===== config.mk =====
export PLATFORM = sky130hd
export DESIGN_NAME = whdt_mod_unit
export DESIGN_NICKNAME = d
export VERILOG_FILES = /design/src/rtl/word_hash_direct_table_macros.svh /design/src/rtl/whdt_pkg.sv /design/src/rtl/whdt_mod_unit.sv
export SDC_FILE = /design/constraint.sdc
export NUM_CORES = 1
export LEC_CHECK = 0
export BUFFER_PORTS_ARGS = -buffer_cell sky130_fd_sc_hd__buf_2
export CAP_MARGIN = 30
export CORE_UTILIZATION = 35
export CTS_CLUSTER_SIZE = 14
export DETAILED_ROUTE_END_ITERATION = 7
export HOLD_SLACK_MARGIN = 0.03
export MAX_ROUTING_LAYER = met4
export SYNTH_ARGS = -nofsm -noshare
export SYNTH_HDL_FRONTEND = slang
export SYNTH_SLANG_ARGS = --single-unit
export TNS_END_PERCENT = 20

===== constraint.sdc =====
create_clock -name clk -period 3.02 [get_ports clk]
set_input_delay 0.302 -clock clk [delete_from_list [all_inputs] [get_ports clk]]
set_output_delay 0.302 -clock clk [all_outputs]
set_load 0.01 [all_outputs]

===== src/rtl/word_hash_direct_table_macros.svh =====
// Assertion macros used by the word hash table RTL.
`ifndef WORD_HASH_DIRECT_TABLE_MACROS_SVH
`define WORD_HASH_DIRECT_TABLE_MACROS_SVH
`ifndef SYNTHESIS
// ante holding at an edge implies cons at the same edge
`define WHDT_ASSERT_IMP(lbl, ante, cons, msg) \
  lbl: assert property (@(posedge clk) disable iff (!rst_n) (ante) |-> (cons)) \
    else $error(msg);
// ante holding at an edge implies cons at the next edge
`define WHDT_ASSERT_NXT(lbl, ante, cons, msg) \
  lbl: assert property (@(posedge clk) disable iff (!rst_n) (ante) |=> (cons)) \
    else $error(msg);
`else
`define WHDT_ASSERT_IMP(lbl, ante, cons, msg)
`define WHDT_ASSERT_NXT(lbl, ante, cons, msg)
`endif
`endif


===== src/rtl/whdt_pkg.sv =====
// Types, codes and byte classes for the word hash table.
package whdt_pkg;

  localparam int WHDT_SLOTS    = 64;
  localparam int WHDT_MAX_WORD = 128;
  localparam int CFG_W         = 7;
  localparam int MIN_WORD      = 3;

  localparam logic [CFG_W-1:0] CFG_RESET = 7'd64;

  localparam logic CMD_TEXT = 1'b0;
  localparam logic CMD_READ = 1'b1;

  localparam logic KIND_WORD = 1'b0;
  localparam logic KIND_READ = 1'b1;

  localparam logic [1:0] ACT_EMPTY = 2'd0;
  localparam logic [1:0] ACT_DIFF  = 2'd1;
  localparam logic [1:0] ACT_SAME  = 2'd2;

  typedef struct packed {
    logic       command;
    logic [7:0] byte_value;
    logic [5:0] read_slot;
    logic [6:0] read_pos;
  } whdt_in_t;

  typedef struct packed {
    logic       kind;
    logic [5:0] slot;
    logic [1:0] action;
    logic [7:0] word_len;
    logic [7:0] read_char;
  } whdt_out_t;

  function automatic logic is_alnum(input logic [7:0] c);
    return (c >= 8'd48 && c <= 8'd57) || (c >= 8'd65 && c <= 8'd90) ||
           (c >= 8'd97 && c <= 8'd122);
  endfunction

  // control, space or punctuation: below 128 and not alphanumeric
  function automatic logic ends_word(input logic [7:0] c);
    return !c[7] && !is_alnum(c);
  endfunction

endpackage


===== src/rtl/whdt_mod_unit.sv =====
// Bit-serial restoring remainder unit: dividend modulo a 7-bit divisor.
module whdt_mod_unit #(
  parameter  int MAX_WORD = whdt_pkg::WHDT_MAX_WORD,
  localparam int SUM_W    = $clog2(MAX_WORD * 255 + 1)
) (
  input  logic                       clk,
  input  logic                       rst_n,
  input  logic                       start,
  input  logic [SUM_W-1:0]           dividend,
  input  logic [whdt_pkg::CFG_W-1:0] divisor,
  output logic                       done,
  output logic [whdt_pkg::CFG_W-1:0] remainder
);
  import whdt_pkg::*;

  localparam int CNT_W = $clog2(SUM_W + 1);

  logic             busy_r;
  logic             done_r;
  logic [CNT_W-1:0] cnt_r;
  logic [SUM_W-1:0] dvd_r;
  logic [CFG_W-1:0] div_r;
  logic [CFG_W-1:0] rem_r;
  logic [CFG_W-1:0] rem_nxt;
  logic [CFG_W:0]   trial;

  // one quotient bit a cycle: shift in the next dividend bit, subtract if it fits
  always_comb begin
    trial = {rem_r, dvd_r[SUM_W-1]};
    if (trial >= {1'b0, div_r}) begin
      rem_nxt = CFG_W'(trial - {1'b0, div_r});
    end else begin
      rem_nxt = CFG_W'(trial);
    end
  end

  always_ff @(posedge clk) begin
    if (!rst_n) begin
      busy_r <= 1'b0;
      done_r <= 1'b0;
      cnt_r  <= '0;
    end else begin
      done_r <= 1'b0;
      if (start) begin
        busy_r <= 1'b1;
        cnt_r  <= CNT_W'(SUM_W);
        dvd_r  <= dividend;
        div_r  <= divisor;
        rem_r  <= '0;
      end else if (busy_r) begin
        rem_r <= rem_nxt;
        dvd_r <= dvd_r << 1;
        cnt_r <= cnt_r - CNT_W'(1);
        if (cnt_r == CNT_W'(1)) begin
          busy_r <= 1'b0;
          done_r <= 1'b1;
        end
      end
    end
  end

  assign done      = done_r;
  assign remainder = rem_r;

endmodule

==> out/summary.txt, run 1 <==
setup_tns: 0 ns
initial DRC count: 62
R2R setup slack: 0.74 ns
die area: 5530 sq um
Max-Cap Viols: 0
Highest Signal Layer: met4
Mapped Cells: 147
clock root cell: clkbuf_8
H-Tree Level Count: 2
Warnings, synthesis: 0
Core Region: 4880 sq um
total track usage: 13.3%
Placed Cells: 242
HP Class: input port to flip-flop
WS Path Type: flip-flop to flip-flop
Worst Path Max Fanout: 7
total nets after synthesis: 182
initial antenna violation count: 0
first-pass GRT wire length: 5270 um
Slew @ Worst Pin: 0.576 ns
Reg clk slew, reported paths: 0.06 ns
met3 routed WL: 184 um
ys async rst share: 0%
post-synth cell types: 40
Fin. Hold Viols: 0
CP Data Arrival Time: 2.29 ns
Final ANT Viol Nets: 0
most frequent cells in the layout: 32 x buf_2, 29 x edfxtp_1, 14 x mux2_2
Row Count: 25
DRC viols: 0
Post-DP HPWL: 2330 um
worst rel slew slack: 61.6%
PortBufs: 32
leading cell type in the layout, fill and taps excluded: buf_2
Final period util: 75.6%
DR vias: 1219
Starting Density: 37.5%
CTS tree: yes
LEAKAGE: 0.853 nW
routability cong.: 0.904
# IOs: 33
run status: complete, no violations
Pre-antenna DRT Iters: 4
metal2 WL: 1560 um
clock skew: 0.00295 ns
PwrDens: 570 nW/um^2
vias in the first global route: 1231
cell area after layout: 2160 sq um
Peak VDD IR: 0.319 mV
clk_lat worst skew: 0.28 ns
antenna cells: 0
Layout Nets: 217
Primary FF master, synth: edfxtp_1
final std cells w/o fill: 249
fmax: 0.438 GHz
proportion of layout cells with a drive suffix above 1: 33.0%
Overflow after GRT: 0
Avg Cell Area, Syn: 12.5 sq um
Post-synth EDFFs: 29
post-route minimum period: 2.28 ns
Post-DP Area: 2060 sq um
post-CTS setup buffers: 0
M1 WL: 1450 um
post-DR vias/cell: 4.90
Setup Viol. Count Final: 0
synthesized flop and latch total: 35
register area share after synthesis: 54.1%
RSZ-0062 raised after global routing: no
CTS Buffer Depth: 2
Worst Path Required: 3.03 ns
largest net degree at the start of global routing: 30
Area Overhead vs Synth: 17.8%
cts hold-fix bufs: 0
wire per inst: 13.1 um
die height: 74.3 um
CP Capture Type: flip-flop
Routed WL: 3250 um
Die X: 74.3 um
PostCTS Resize Cnt: 0
post-layout util: 44.2%
total CTS buffers: 5
Slew Limit Fails: 0
Clock Sinks: 35
synthesized area: 1830 sq um
startpoint types: flip-flop
## kinds of logic (layout without fill, tap and decap cells)
family / count (synthesis) / after routing / share of synthesized area (%)
buffers and inverters: 17 / 52 / 3.96
AND/OR/NAND/NOR: 30 / 30 / 8.68
flip-flops: 35 / 35 / 54.1
XOR/XNOR: 5 / 5 / 2.39
adder cells (fa/ha/maj): 10 / 10 / 7.24
multiplexers: 17 / 17 / 10.2
AO/OA/AOI/OAI: 33 / 33 / 13.4
## registers in the layout, indices dropped and copies added (netlist names)
name and flops:
done 1, remainder 7, dvd_r 15, busy_r 1
cnt_r 4, div_r 7
## per-stage QoR
step	hold WS, ns	setup WS [ns]	power, mW
after floorplan	0.401	0.907	0.784
after global placement	0.478	0.787	0.838
after CTS	0.180	0.735	1.24
final	0.191	0.735	1.23
after global routing	0.176	0.569	1.29
after detailed placement	0.480	0.735	0.845
## synthesized netlist by cell type, types with 3 or more instances
master | instances | area (sq um)
o21ai_0 | 5 | 25.0
ha_1 | 9 | 113
o21a_1 | 8 | 60.1
mux2_2 | 14 | 158
nor2_1 | 6 | 22.5
dfxtp_1 | 6 | 120
nand2_1 | 5 | 18.8
mux2i_1 | 3 | 30.0
a21oi_1 | 8 | 40.0
xnor2_1 | 3 | 26.3
inv_1 | 12 | 45.0
nand3_1 | 5 | 25.0
edfxtp_1 | 29 | 871
nor3_1 | 3 | 15.0
## critical path, cell delays in order (launching register included)
cell and delay [ns]:
edfxtp_1 0.39, inv_1 0.08, ha_1 0.16, inv_1 0.05
fa_1 0.40, a21o_1 0.20, a21oi_4 0.22, a31oi_2 0.18
o21ai_0 0.24, a21oi_1 0.10
## layout make-up
| type | count | area, sq um |
|---|---|---|
| sequential | 35 | 991 |
| clock inverter | 1 | 30.0 |
| inverter | 12 | 45.0 |
| multi-input combinational | 95 | 768 |
| tap | 67 | 83.8 |
| timing repair buffer | 33 | 168 |
| clock buffer | 6 | 72.6 |
| fill | 503 | 2720 |
## routing by layer
metal / vias to the layer above / GRT usage (%)
met5: - / -
met4: 0 / 6.92
met3: 7 / 3.39
met2: 33 / 22.4
met1: 572 / 14.5
li1: 607 / -
## final timing paths
| kind | startpoint | end | cells after the start |
|---|---|---|---|
| hold reg to reg | busy_r | done | 2 |
| setup / recovery | dvd_r[14] | remainder[4] | 9 |
| hold / removal | divisor[6] | div_r[6] | 1 |
| setup reg to reg | dvd_r[14] | remainder[4] | 9 |
## power by group
part	internal, mW	total [mW]	switching [mW]
clock	0.242	0.395	0.153
sequential	0.569	0.589	0.0202
combinational	0.114	0.246	0.132
(Power assumes the default switching activity.)
==> run 2: changes to the inputs <==
Clock period 3.02 ns to 2.1 ns, I/O delays scaled along.
==> run 2 against run 1 <==
Net effect: the flow now finishes with violations (negative setup slack); register-to-register slack worse by 0.85 ns; sequential power up 44%; design area up 6.3%; die area unchanged; flip-flop and latch count unchanged; first-iteration DRC count down 16%; maximum frequency up 3.3%; critical path type unchanged; largest power group unchanged.
==> out/summary.txt, run 2 (synthesized netlist as in run 1, its figures left out) <==
Final period util: 105%
fmax: 0.452 GHz
DRC viols: 0
DR vias: 1274
RSZ-0062 raised after global routing: yes
H-Tree Level Count: 2
CTS tree: yes
proportion of layout cells with a drive suffix above 1: 42.2%
leading cell type in the layout, fill and taps excluded: buf_2
die area: 5530 sq um
cell area after layout: 2290 sq um
met3 usage: 3.93%
Top delay family on crit path: compound AO/OA/AOI/OAI gates
total CTS buffers: 5
most frequent cells in the layout: 32 x buf_2, 29 x edfxtp_1, 14 x mux2_2
clock skew: 0.00562 ns
total track usage: 14.4%
setup_tns: -0.603 ns
LEAKAGE: 0.912 nW
Worst Path Buf+Inv: 3
# IOs: 33
initial DRC count: 52
Pre-antenna DRT Iters: 4
wire per inst: 14.0 um
Overflow after GRT: 0
Setup Viol. Count Final: 7
CP Capture Type: flip-flop
vias in the first global route: 1195
clk_lat worst skew: 0.28 ns
Post-DP Area: 2110 sq um
PortBufs: 32
Row Count: 25
Post-DP HPWL: 2620 um
Starting Density: 37.5%
initial antenna violation count: 0
max reg flops: 15
Slew Limit Fails: 0
slowest CP cell: edfxtp_1
grt peak-use layer: met2
met2 GRT Util: 21.4%
die height: 74.3 um
Core Region: 4880 sq um
post-DR vias/cell: 4.92
violated checks: negative setup slack
Layout Nets: 226
Worst path max stage delay: 0.41 ns
run status: complete, but fails checks
Clock Sinks: 35
HP Class: input port to flip-flop
worst rel slew slack: 66.6%
largest net degree at the start of global routing: 23
Fin. Hold Viols: 0
first-pass GRT wire length: 5600 um
Routed WL: 3640 um
Reg with most FFs: dvd_r
Die X: 74.3 um
WS Path Type: flip-flop to flip-flop
startpoint types: flip-flop
routability cong.: 0.872
smallest setup slack after layout: -0.111 ns
Reg clk slew, reported paths: 0.07 ns
CTS Buffer Depth: 2
PwrDens: 819 nW/um^2
met1 global-route usage: 18.2%
post-route minimum period: 2.21 ns
CP Data Arrival Time: 2.33 ns
clock root cell: clkbuf_8
CP Cell Sequence: inv_1 -> ha_2 -> inv_2 -> fa_2 -> a21o_1 -> a21oi_4 -> buf_6 -> a31o_4 -> nand2_4 -> a211oi_2
Peak VDD IR: 0.527 mV
Worst Path Max Fanout: 6
Worst Path Required: 2.22 ns
Final ANT Viol Nets: 0
Max-Cap Viols: 0
Slew @ Worst Pin: 0.499 ns
Area Overhead vs Synth: 25.2%
antenna cells: 0
[run 2: cell types whose count changed in the layout (fill, tap and decap cells not counted), moves of 2 or more]
| cell | before | now |
|---|---|---|
| a21oi_1 | 8 | 4 |
| a21oi_2 | 0 | 4 |
| buf_4 | 1 | 9 |
| nor3_1 | 3 | 1 |
| nor3_2 | 0 | 2 |
| o21ai_0 | 5 | 3 |
| o21ai_1 | 1 | 3 |
[run 2: power by group]
part | switching (mW) | leakage [nW] | internal (mW)
sequential | 0.0303 | 0.327 | 0.818
clock | 0.229 | 0.0612 | 0.384
combinational | 0.219 | 0.524 | 0.198
[run 2: metal layers]
metal	up-vias	share of wire, %
li1	627	-
met1	606	43
met2	36	50
met3	5	5.3
met4	0	1.7
met5	-	0
[run 2: timing repair]
action,4_1_cts,5_1_grt
gates resized for setup,6,9
endpoints found under the setup margin,7,7
hold buffers,0,0
buffers inserted,0,2
gates cloned,0,0
pin swaps,3,7
[run 2: layout make-up]
type / instances / area (sq um)
fill: 474 / 2590
sequential: 35 / 991
multi-input combinational: 95 / 817
timing repair buffer: 42 / 239
tap: 67 / 83.8
clock buffer: 6 / 82.6
inverter: 12 / 45.0
clock inverter: 2 / 35.0
[run 2: metrics by stage]
stage | hold slack (ns) | setup slack, ns | cells | power [mW] | util [%]
floorplan | 0.309 | -0.0134 | 147 | 1.13 | -
global placement | 0.387 | -0.0549 | 249 | 1.23 | 43.2
detailed placement | 0.389 | -0.134 | 249 | 1.24 | 43.2
CTS | 0.0918 | -0.0740 | 257 | 1.87 | 46.0
global route | 0.0829 | -0.178 | 259 | 1.98 | 47.0
finish | 0.101 | -0.111 | 259 | 1.88 | 47.0
[run 2: worst paths after layout]
check	end	cells after the start	slack [ns]	from
worst max-delay path	remainder[2]	10	-0.11	dvd_r[14]
worst min-delay path	div_r[0]	1	0.10	divisor[0]
worst max register to register	remainder[2]	10	-0.11	dvd_r[14]
worst min register to register	done	2	0.54	busy_r
[run 2: worst register-to-register path: cells and delay by family, from the launching register on]
family / cells / cell delay (ns)
flip-flops: 1 / 0.41
buffers and inverters: 3 / 0.26
AND/OR/NAND/NOR: 1 / 0.06
AO/OA/AOI/OAI: 4 / 0.78
adder cells (fa/ha/maj): 2 / 0.54
==> run 3: changes to the inputs <==
Settings changed: GPL_TIMING_DRIVEN set to 0.
==> run 3 against run 2 <==
Net effect: the flow still finishes with violations (negative setup slack); worst setup slack gained 0.029 ns; clock power shrank 25%; global-route usage grew 0.41 points; critical path type unchanged; critical endpoint is now remainder[4]; largest power group unchanged.
==> out/summary.txt, run 3 (synthesized netlist as in run 1, its figures left out) <==
Reg clk slew, reported paths: 0.07 ns
Core Region: 4880 sq um
LEAKAGE: 0.880 nW
die height: 74.3 um
Slew @ Worst Pin: 0.980 ns
CTS tree: yes
startpoint types: flip-flop
first-pass GRT wire length: 5800 um
HP Class: input port to flip-flop
post-DR vias/cell: 4.93
Worst Path Max Fanout: 7
CP Capture Type: flip-flop
H-Tree Level Count: 2
fmax: 0.458 GHz
cts hold-fix bufs: 0
switching part of the total: 27.4%
Row Count: 25
total CTS buffers: 5
Routed WL: 3510 um
proportion of layout cells with a drive suffix above 1: 37.2%
WS Path Type: flip-flop to flip-flop
routability cong.: 0.826
Clock power frac: 26.8%
DR vias: 1273
max reg flops: 15
most frequent cells in the layout: 32 x buf_2, 29 x edfxtp_1, 14 x mux2_2
post-route minimum period: 2.18 ns
Int Pwr: 1.24 mW
Max-Cap Viols: 0
Power, Total: 1.70 mW
# IOs: 33
Overflow after GRT: 0
Post-DP HPWL: 2590 um
clk_lat worst skew: 0.29 ns
CTS Buffer Depth: 2
vias in the first global route: 1278
worst rel slew slack: 34.6%
Peak VDD IR: 0.458 mV
cell area after layout: 2220 sq um
PortBufs: 31
initial antenna violation count: 0
Fin. Hold Viols: 0
Worst Path Required: 2.12 ns
leading cell type in the layout, fill and taps excluded: buf_2
Post-DP Area: 2070 sq um
PwrDens: 766 nW/um^2
clock root cell: clkbuf_8
Reg with most FFs: dvd_r
Layout Nets: 225
Area Overhead vs Synth: 21.4%
sw power: 0.466 mW
Starting Density: 37.5%
antenna cells: 0
wire per inst: 13.6 um
RSZ-0062 raised after global routing: yes
die area: 5530 sq um
Reg power frac: 49.8%
DRC viols: 0
initial DRC count: 48
Die X: 74.3 um
clock skew: 0.00861 ns
Final ANT Viol Nets: 0
Clock Sinks: 35
run status: complete, but fails checks
Slew Limit Fails: 0
Final period util: 104%
largest net degree at the start of global routing: 24
smallest setup slack after layout: -0.0820 ns
Setup Viol. Count Final: 7
total track usage: 14.8%
Gate power share: 23.4%
violated checks: negative setup slack
Pre-antenna DRT Iters: 4
CP Data Arrival Time: 2.21 ns
==> run 3: cell types whose count changed in the layout (fill, tap and decap cells not counted), moves of 3 or more <==
cell / delta
clkbuf_1: +3
a21oi_2: -4
a21oi_1: +4
buf_4: -5
==> run 3: final timing paths <==
path / depth (start not counted) / slack [ns] / to / start
worst max-delay path: 9 / -0.08 / remainder[4] / dvd_r[14]
worst min-delay path: 1 / 0.09 / div_r[6] / divisor[6]
worst max register to register: 9 / -0.08 / remainder[4] / dvd_r[14]
worst min register to register: 2 / 0.53 / done / busy_r
==> run 3: stage by stage <==
| step | setup WS, ns | instances | hold slack (ns) | util (%) | setup TNS [ns] |
|---|---|---|---|---|---|
| after floorplan | -0.0134 | 147 | 0.309 | - | -0.0267 |
| after global placement | -0.185 | 245 | 0.386 | 42.4 | -1.20 |
| after detailed placement | -0.248 | 245 | 0.389 | 42.4 | -1.40 |
| after CTS | -0.0892 | 255 | 0.0821 | 44.9 | -0.526 |
| after global routing | -0.222 | 258 | 0.0716 | 45.6 | -1.29 |
| final | -0.0820 | 258 | 0.0902 | 45.6 | -0.425 |
==> run 3: final cells by class <==
type                       instances  area [sq um]
clock inverter                     2          8.76
tap                               67          83.8
clock buffer                       6          72.6
buffer                             5          27.5
inverter                          12          45.0
timing repair buffer              36           196
fill                             488          2660
sequential                        35           991
multi-input combinational         95           798
==> run 3: critical path, cell delays in order, from the launching register on <==
cell and delay (ns):
edfxtp_1 0.39, inv_1 0.07, ha_2 0.18, inv_2 0.04
fa_2 0.35, a21o_1 0.20, a21oi_4 0.22, a31oi_4 0.17
o21ai_0 0.21, a21oi_1 0.09
==> run 3: per-layer routing <==
metal	part of all wire (%)	up-vias	GRT usage (%)
li1	-	625	-
met1	42	608	16.5
met2	51	32	24.7
met3	5.0	8	4.61
met4	1.8	0	6.08
met5	0	-	-
==> run 3: power by group through the flow <==
| stage | clock network, mW | logic [mW] | registers (mW) |
|---|---|---|---|
| global route | 0.504 | 0.445 | 0.854 |
| floorplan | 0 | 0.265 | 0.861 |
| global placement | 0 | 0.349 | 0.861 |
| detailed placement | 0 | 0.363 | 0.863 |
| CTS | 0.478 | 0.381 | 0.849 |
| finish | 0.457 | 0.399 | 0.848 |
==> run 3: what timing repair did <==
action	in CTS	in global routing
setup endpoints to repair	7	7
endpoints found under the hold margin	0	0
pin swaps	5	6
setup buffers	2	3
gates resized for setup	6	4
